===== src/hdl/gdq_pkg.sv =====
// ----------------------------------------------------------------------------
// gdq_pkg
// Shared widths and types of the group dequantizing dot product.
// ----------------------------------------------------------------------------
package gdq_pkg;

    localparam int LANES    = 4;
    localparam int WEIGHT_W = 8;
    localparam int ACT_W    = 16;
    localparam int SCALE_W  = 16;
    localparam int ZERO_W   = 16;
    localparam int DIFF_W   = 17;
    localparam int SCALED_W = 2 * DIFF_W;
    localparam int TERM_W   = SCALED_W + ACT_W;
    localparam int SUM_W    = 64;
    localparam int IN_W     = LANES * (WEIGHT_W + ACT_W) + SCALE_W + ZERO_W;

    typedef logic signed [TERM_W-1:0] t_term;
    typedef logic signed [SUM_W-1:0]  t_sum;

    typedef struct packed {
        logic valid;
        logic last;
    } t_stage_ctl;

endpackage


===== src/hdl/gdq_lane.sv =====
// ----------------------------------------------------------------------------
// gdq_lane
// One lane: (weight * 256 - zero) * scale, then times activation, two stages.
// ----------------------------------------------------------------------------
module gdq_lane import gdq_pkg::*; (
    input  logic                      i_clk,
    input  logic                      i_en,
    input  logic [WEIGHT_W-1:0]       i_weight,
    input  logic signed [ACT_W-1:0]   i_act,
    input  logic [SCALE_W-1:0]        i_scale,
    input  logic [ZERO_W-1:0]         i_zero,
    output t_term                     o_term
);

    logic signed [DIFF_W-1:0]   n_diff;
    logic signed [SCALED_W-1:0] r_scaled;
    logic signed [ACT_W-1:0]    r_act;
    t_term                      r_term;

    assign n_diff = $signed({1'b0, i_weight, 8'h00}) - $signed({1'b0, i_zero});

    always_ff @(posedge i_clk) begin
        if (i_en) begin
            r_scaled <= n_diff * $signed({1'b0, i_scale});
            r_act    <= i_act;
            r_term   <= r_scaled * r_act;
        end
    end

    assign o_term = r_term;

endmodule


===== config.mk =====
export PLATFORM = sky130hd
export DESIGN_NAME = gdq_lane
export DESIGN_NICKNAME = d
export VERILOG_FILES = /design/src/hdl/gdq_pkg.sv /design/src/hdl/gdq_lane.sv
export SDC_FILE = /design/constraint.sdc
export NUM_CORES = 2
export LEC_CHECK = 0
export ABC_AREA = 1
export BUFFER_PORTS_ARGS = -buffer_cell sky130_fd_sc_hd__buf_2
export CAP_MARGIN = 20
export CORE_ASPECT_RATIO = 0.75
export CORE_MARGIN = 4
export CORE_UTILIZATION = 60
export DETAILED_ROUTE_END_ITERATION = 8
export HOLD_SLACK_MARGIN = 0.15
export MAX_ROUTING_LAYER = met4
export PLACE_DENSITY = 0.78
export SLEW_MARGIN = 10
export SYNTH_ARGS = -nofsm -noshare
export SYNTH_HDL_FRONTEND = slang
export SYNTH_SLANG_ARGS = --single-unit

===== constraint.sdc =====
create_clock -name i_clk -period 8.5 [get_ports i_clk]
set_input_delay 0 -clock i_clk [delete_from_list [all_inputs] [get_ports i_clk]]
set_output_delay 0 -clock i_clk [all_outputs]
set_load 0.02 [all_outputs]

==> run_results.csv <==
group,metric,value,unit
sta,hold_viol,0,
final_layout,fin_cells,5337,
logic_synthesis,synthArstFlopShare,0,%
global_route,grt_pass1_vias,29800,
logic_synthesis,yosysUniqueCellTypes,42,
global_route,grt_pass1_wl,157,mm
clocking,ctsHtreeMaxLevel,3,
clocking,clock_sinks,100,
global_route,grt_max_degree,54,
setup_path,cp.arrival,7410,ps
setup_path,critical_path.startpoint_type,"input port",
routing,wl_per_cell,17.5,um
routing,drt_iter0_drc,2596,
routing,drcViolationCount,11,
final_layout,seq_area,3000,sq um
setup_path,critPathMaxFanout,14,
logic_synthesis,synth.most_common_cell,"inv_1",
setup_path,cp-end-kind,"flop",
logic_synthesis,synth_largest_area_cell,"fa_1",
sta,setup_viol,0,
die,dieArea,63000,sq um
final_layout,area_growth,4.81,%
logic_synthesis,synth_top_flop_cell,"edfxtp_1",
logic_synthesis,ys_ff_latch,100,
setup_path,cp.required,8650,ps
sta,worstMarginPinSlew,1150,ps
clocking,clockBufferDepth,2,
clocking,root_buffer,"clkbuf_16",
logic_synthesis,syn_nets,5584,
final_layout,filler_cell_count,5025,
setup_path,critical_path_class,"in2reg",
logic_synthesis,synth_warnings,0,
global_route,grt_remaining_overflow,0,
routing,first_pass_iters,9,
clocking,cts_buffers,9,
final_layout,drive_gt1_share,4.37,%
routing,routed_via_density,5.30,
sta,fin_setup_tns,0,ps
die,start_util,61.1,%
clocking,cts_resized,0,
min_path,hp-class,"in2reg",
sta,fin_skew,31.2,ps
logic_synthesis,synthTopCellsByArea,"fa_1 (45%), inv_1 (15%), nand2_1 (13%)",
logic_synthesis,netlist.area_leader.share,44.5,%
routing,dr_total_vias,28300,
final_layout,finalInstanceArea,37100,sq um
global_route,antenna_found_initial,1,
die,core,57900,sq um
logic_synthesis,synth_edf_count,100,
sta,finalMaxSlewViolations,0,
clocking,cts_tree,"done",
clocking,path_clk_slew,80,ps
run_status,outcome,"finished with violations",
placement,place_hpwl,79.6,mm
clocking,insertion_delay,400,ps
logic_synthesis,synth_cells,4525,
placement,routabilityCongestion,1.05,
logic_synthesis,syn_area_per_cell,7.82,sq um
global_route,grt_usage,32.7,%
sta,min_period,7260,ps
logic_synthesis,ys_seq_area_share,8.48,%
die,die_x,288,um
final_layout,multiInputGateArea,26600,sq um
placement,dp_cells,5300,
sta,slew_headroom,23.5,%
logic_synthesis,synthTopCellsByCount,"inv_1 (1400), nand2_1 (1183), fa_1 (787)",
sta,fin_crit_sh,85.4,%
routing,drtAntennaViolNets,0,
run_status,violations,"DRC",
sta,fmax,138,MHz
die,num_rows,76,
logic_synthesis,synth_area,35400,sq um
routing,wl,93.6,mm
placement,io_buffer_count,107,
run,maxCapViolCount,0,
sta,rsz0062_at_grt,"no",
final_layout,fin_nets,5609,
die,pin_count,108,
placement,placedInstanceArea,36600,sq um
die,die_h,218,um
-- layer usage --
| layer | track usage (%) | wire length [um] | vias to the layer above |
|---|---|---|---|
| met5 | - | 0 | - |
| met1 | 47.0 | 40100 | 13800 |
| met4 | 6.90 | 2060 | 0 |
| li1 | - | - | 12800 |
| met2 | 46.5 | 39000 | 1522 |
| met3 | 9.86 | 12400 | 195 |
-- cell families after synthesis --
group | after synthesis | share of synthesized area [%]
fa+ha+maj | 1001 | 52.1
simple gates | 1689 | 19.3
buf+inv | 1548 | 16.5
compound gates | 116 | 1.88
flops | 100 | 8.48
xor+xnor | 71 | 1.83
-- cell usage in the layout (no fill, tap or decap), types with 17 or more instances in the layout --
| master | Yosys | layout |
|---|---|---|
| inv_1 | 1400 | 1400 |
| nand2_1 | 1183 | 1183 |
| fa_1 | 787 | 787 |
| nor2_1 | 251 | 251 |
| ha_1 | 214 | 214 |
| nand3_1 | 139 | 139 |
| buf_2 | 1 | 106 |
| edfxtp_1 | 100 | 100 |
| a21oi_1 | 61 | 61 |
| xor2_1 | 51 | 51 |
| nand4_1 | 33 | 33 |
| nor3_1 | 31 | 31 |
| buf_4 | 1 | 30 |
| o21ai_0 | 29 | 29 |
| or2_2 | 19 | 19 |
| xnor2_1 | 18 | 18 |
| dlygate4sd3_1 | 0 | 17 |
-- area by class of cell --
cell class                 count  share of cell area, %
timing repair buffer         155                   2.61
inverter                    1407                   14.2
tap                          780                   2.63
clock inverter                 7                  0.186
antenna                        2                 0.0135
sequential                   100                   8.09
clock buffer                   9                  0.607
multi-input combinational   2877                   71.6
-- worst max-delay path, cell delays in order --
cell	delay, ps
buf_2	80
inv_1	40
ha_1	360
inv_1	130
o21ai_1	170
a221oi_4	560
nand3_2	280
nor2_1	320
inv_1	110
fa_1	580
inv_1	60
fa_1	890
xnor2_1	220
o21ai_0	150
fa_1	550
fa_1	560
inv_1	60
fa_1	480
inv_1	50
ha_1	430
nand2_1	170
nor2_1	130
inv_1	100
nor2_1	350
and3_1	230
nand2_1	180
nand3_1	120
nand2_1	50
-- stage by stage --
| stage | setup slack (ps) | util (%) | hold WS, ps |
|---|---|---|---|
| finish | 1240 | 64.1 | 163 |
| global route | 716 | 64.1 | 187 |
| CTS | 1400 | 64.0 | 157 |
| detailed placement | 994 | 63.2 | 179 |
| global placement | 1050 | 63.2 | 176 |
| floorplan | 1950 | - | 98.9 |
-- what timing repair did --
action	CTS	global route
hold endpoints to repair	17	0
hold buffers	17	0
buffers inserted	0	0
-- flip-flops by register name, indices dropped and copies added (netlist names) --
name and flops:
o_term 50, r_scaled 34, r_act 16
-- worst paths after layout --
path	startpoint	endpoint	slack (ps)	depth (start not counted)
worst max register to register	r_act[4]	o_term[39]	1570	21
worst max-delay path	i_zero[13]	r_scaled[32]	1240	28
worst min-delay path	i_en	o_term[11]	160	1
worst min register to register	r_act[0]	o_term[0]	1020	3
Power is left out: the tool's default activity adds up to more than one toggle a clock period on the data nets, which glitch-free logic cannot reach.
