===== src/hdl/gdq_pkg.sv =====
// ----------------------------------------------------------------------------
// gdq_pkg
// Shared widths and types of the group dequantizing dot product.
// ----------------------------------------------------------------------------
package gdq_pkg;

    localparam int LANES    = 4;
    localparam int WEIGHT_W = 8;
    localparam int ACT_W    = 16;
    localparam int SCALE_W  = 16;
    localparam int ZERO_W   = 16;
    localparam int DIFF_W   = 17;
    localparam int SCALED_W = 2 * DIFF_W;
    localparam int TERM_W   = SCALED_W + ACT_W;
    localparam int SUM_W    = 64;
    localparam int IN_W     = LANES * (WEIGHT_W + ACT_W) + SCALE_W + ZERO_W;

    typedef logic signed [TERM_W-1:0] t_term;
    typedef logic signed [SUM_W-1:0]  t_sum;

    typedef struct packed {
        logic valid;
        logic last;
    } t_stage_ctl;

endpackage


===== src/hdl/gdq_merge.sv =====
// ----------------------------------------------------------------------------
// gdq_merge
// Sum the lane terms into the row accumulator and hold the row result.
// ----------------------------------------------------------------------------
module gdq_merge import gdq_pkg::*; (
    input  logic        i_clk,
    input  logic        i_rst_n,
    input  logic        i_adv,
    input  t_stage_ctl  i_ctl,
    input  t_term       i_terms [LANES],
    input  logic        i_m_tready,
    output logic        o_valid,
    output t_sum        o_data
);

    t_sum r_acc;
    t_sum r_out;
    logic r_out_valid;
    t_sum n_sum;
    t_sum n_acc;

    always_comb begin
        n_sum = '0;
        for (int i = 0; i < LANES; i++) begin
            n_sum = n_sum + SUM_W'(i_terms[i]);
        end
        n_acc = r_acc + n_sum;
    end

    always_ff @(posedge i_clk) begin
        if (!i_rst_n) begin
            r_acc       <= '0;
            r_out_valid <= 1'b0;
        end else begin
            if (i_adv && i_ctl.valid) begin
                r_acc <= i_ctl.last ? '0 : n_acc;
            end
            if (i_adv && i_ctl.valid && i_ctl.last) begin
                r_out_valid <= 1'b1;
            end else if (i_m_tready) begin
                r_out_valid <= 1'b0;
            end
        end
    end

    always_ff @(posedge i_clk) begin
        if (i_adv && i_ctl.valid && i_ctl.last) begin
            r_out <= n_acc;
        end
    end

    assign o_valid = r_out_valid;
    assign o_data  = r_out;

endmodule


===== config.mk =====
export PLATFORM = sky130hd
export DESIGN_NAME = gdq_merge
export DESIGN_NICKNAME = d
export VERILOG_FILES = /design/src/hdl/gdq_pkg.sv /design/src/hdl/gdq_merge.sv
export SDC_FILE = /design/constraint.sdc
export NUM_CORES = 1
export LEC_CHECK = 0
export BUFFER_PORTS_ARGS = -buffer_cell sky130_fd_sc_hd__buf_2
export CAP_MARGIN = 20
export CORE_MARGIN = 2
export CORE_UTILIZATION = 45
export CTS_CLUSTER_SIZE = 20
export DETAILED_ROUTE_END_ITERATION = 8
export GPL_ROUTABILITY_DRIVEN = 0
export HOLD_SLACK_MARGIN = 0.08
export MAX_ROUTING_LAYER = met4
export PLACE_DENSITY = 0.73
export REMOVE_ABC_BUFFERS = 1
export SLEW_MARGIN = 20
export SYNTH_ARGS = -nofsm -noshare
export SYNTH_HDL_FRONTEND = slang
export SYNTH_SLANG_ARGS = --single-unit

===== constraint.sdc =====
create_clock -name i_clk -period 7.4 [get_ports i_clk]
set_input_delay 1.85 -clock i_clk [delete_from_list [all_inputs] [get_ports i_clk]]
set_output_delay 1.85 -clock i_clk [all_outputs]
set_load 0.01 [all_outputs]

==> impl_results.md <==
- Worst-Margin Slew: 0.921 ns
- Syn Inst Count: 1,433
- CTS Buf Count: 17
- CP Max Fanout: 8
- Die Area: a little over 0.03 mm²
- # port buffers: 270
- Mapped Area: 0.0130 mm²
- Layout cell share with drive strength beyond 1: 19.8%
- CP arrival: between 6 and 7 ns
- Largest net degree at the start of global routing: between 40 and 50
- Post-synthesis sequential area ratio: about a quarter
- Worst-path cell chain: buf_2 > inv_1 > fa_1 > inv_1 > fa_1 > inv_1 > fa_1 > inv_1 > ha_1 > and2_1 > nand3_1 > or3_1 > nor3_1 > nand3_1 > a21oi_1 > o2111a_1 > o31a_2 > mux2i_1 > and2_1
- Max Freq: 162 MHz
- I/O pins: 271
- Critical path buffer and inverter count: 5
- Main synth FF type: dfxtp_1
- Worst-Skew Late Latency: 0.43 ns
- Starting DRT DRC Count: 624
- Detailed-route wire length per cell: 14.5 µm
- Met2 WL: 15,300 µm
- H-tree Lvls: 4
- Largest stage delay on the critical path: 0.54 ns
- Area share of the largest cell type after synthesis: 25.2%
- Status: completed
- Nets: 2,118
- Hold WS: 0.475 ns
- Antenna violations before repair: 1
- Clock sinks: 129
- Req. time, crit path: 7.70 ns
- Filler Cells Inserted: 2,673
- First-pass GRT wire length: 50,700 µm
- Final ANT Viol Nets: 0
- DR WL met3: 1530 µm
- Chip width: ~170 µm
- Post-synth top cells: 473 x inv_1, 163 x fa_1, 77 x a21oi_1
- Drc violations: 0
- Vias: 10,198
- Post-DP Area: approximately 0.015 mm²
- Startpoint Class: input port
- Metal1 wirelength: 13,100 µm
- Root Buffer: clkbuf_16
- Maxcap violations: 0
- Resized cells post-CTS: 0
- CTS tree: built
- Synth unique cells: 80
- Crit path max-delay family: adder cells
- Core area: 0.0285 mm²
- Mapped Avg Cell Area: 9.05 µm²
- Post-synth top area cell: fa_1
- RSZ-0062 raised after global routing: false
- Top Layer Used: met4
- Max-slew violation count: 0
- Place WS: 0.825 ns
- Detailed placement HPWL: 24,400 µm
- GRT Residual Overflow: 0
- Post-synth EDFFs: 64
- GRT Total Usage: 21.4%
- Vias in the first global route: 10,720
- Period minus WS final: 6.17 ns
- Die height: 174 µm
- Number of synthesized register bits: ~130
- Final clock skew: roughly 0.014 ns
- Endpoints failing setup: 0
- Setup WS post-layout: 1.23 ns
- Pwr Total: 5920 µW
- Rel. slew slack: 38.4%
- Lkg Pwr: between 0.007 and 0.008 µW
- Fin Setup TNS: 0 ns
- Setup repair bufs after CTS: 0
- Worst VDD drop: 0.174 mV
- Initial core utilization: 45.4%
- Ys async rst share: 0%
- Count leader, synth: inv_1
- Area growth, synth to finish: 17.2%
- Most frequent cell on the critical path: inv_1
- Via/cell ratio: 4.90
- Worst Hold Class: flip-flop to flip-flop
- Pre-Repair DR Iteration Count: 5
- Final WL: ~30,000 µm
- Slowest-stage cell, CP: fa_1
- Yosys warns: 0
- Hold buffer count at CTS: 0
- CTS max path bufs: 2
- Period utilisation layout: 83.4%
- Power Density: 390 mW/mm²
- Final Hold Viols: 0
- Synth top area cells: fa_1 25%, edfxtp_1 15%, inv_1 14%, dfxtp_1 10%, ha_1 6.3%
- CP endpoint kind: flip-flop
- Kind of critical path: input port to flip-flop
- Final Cell Area: 0.0152 mm²
- Clock-pin slew on the worst setup and hold paths: 0.06 ns
- # rows: 62
## layout make-up
cell class / count / area [µm²] / share of cell area, %
clock buffer: 17 / 425 / 2.80
antenna: 1 / 2.50 / 0.0165
timing repair buffer: 274 / 1380 / 9.09
sequential: 129 / 3220 / 21.2
clock inverter: 15 / 160 / 1.05
tap: 384 / 480 / 3.16
inverter: 474 / 1780 / 11.7
multi-input combinational: 788 / 7740 / 51.0
## state kept, by name, summed over array words and instances, names as in the netlist
register,count
o_data,64
o_valid,1
r_acc,64
## power by group
group | switching, µW | total [µW] | internal (µW)
Sequential | 61.5 | 1150 | 1090
Clock | 349 | 848 | 498
Combinational | 2400 | 3930 | 1520
## cells by family (layout without fill, tap and decap cells)
logic type | count (synthesis) | after routing | synth area share, %
fa+ha+maj | 228 | 228 | 31.4
compound gates | 279 | 279 | 15.4
mux | 2 | 2 | 0.154
buf+inv | 516 | 780 | 15.5
other cells | 0 | 1 | 0
xor+xnor | 60 | 60 | 4.05
simple gates | 219 | 219 | 8.53
flops | 129 | 129 | 24.9
## final timing paths
kind,slack [ns],to,startpoint,depth (start not counted)
worst max-delay path,1.23,o_data[58],i_terms[27],19
worst min-delay path,0.48,r_acc[38],r_acc[38],1
worst max register to register,3.46,r_acc[49],r_acc[1],15
worst min register to register,0.48,r_acc[38],r_acc[38],1
## routing by layer
metal	GRT usage (%)	vias up
li1	-	4950
met1	26.6	4956
met2	36.6	269
met3	4.14	23
met4	3.82	0
met5	-	-
## cell usage in the layout (no fill, tap or decap), drive strengths merged, types with 13 or more instances in the layout
cell / n
a22oi: 25
a21oi: 80
edfxtp: 64
nor2b: 35
nor2: 43
nand4: 14
fa: 163
clkbuf: 17
a22o: 34
xnor2: 38
buf: 274
o21ai: 41
dfxtp: 65
inv: 476
ha: 65
a21o: 34
xor2: 22
nand3: 15
nand2: 65
nor3: 13
## worst reg2reg max path: cells and delay by family (launching register included)
kind,cells,cell delay [ns]
DFF,1,0.33
and+or+nand+nor,2,0.51
buffers and inverters,2,0.11
AOI/OAI and AO/OA,7,1.60
adders and majority gates,3,1.16
xor gates and xnor gates,1,0.12
## metrics by stage
step / util (%) / std cells
6_report: 53.2 / 2082
3_3_place_gp: 51.2 / 2049
4_1_cts: 53.2 / 2081
3_5_place_dp: 51.2 / 2049
5_1_grt: 53.2 / 2082
2_1_floorplan: - / 1391
(Power assumes the default switching activity.)
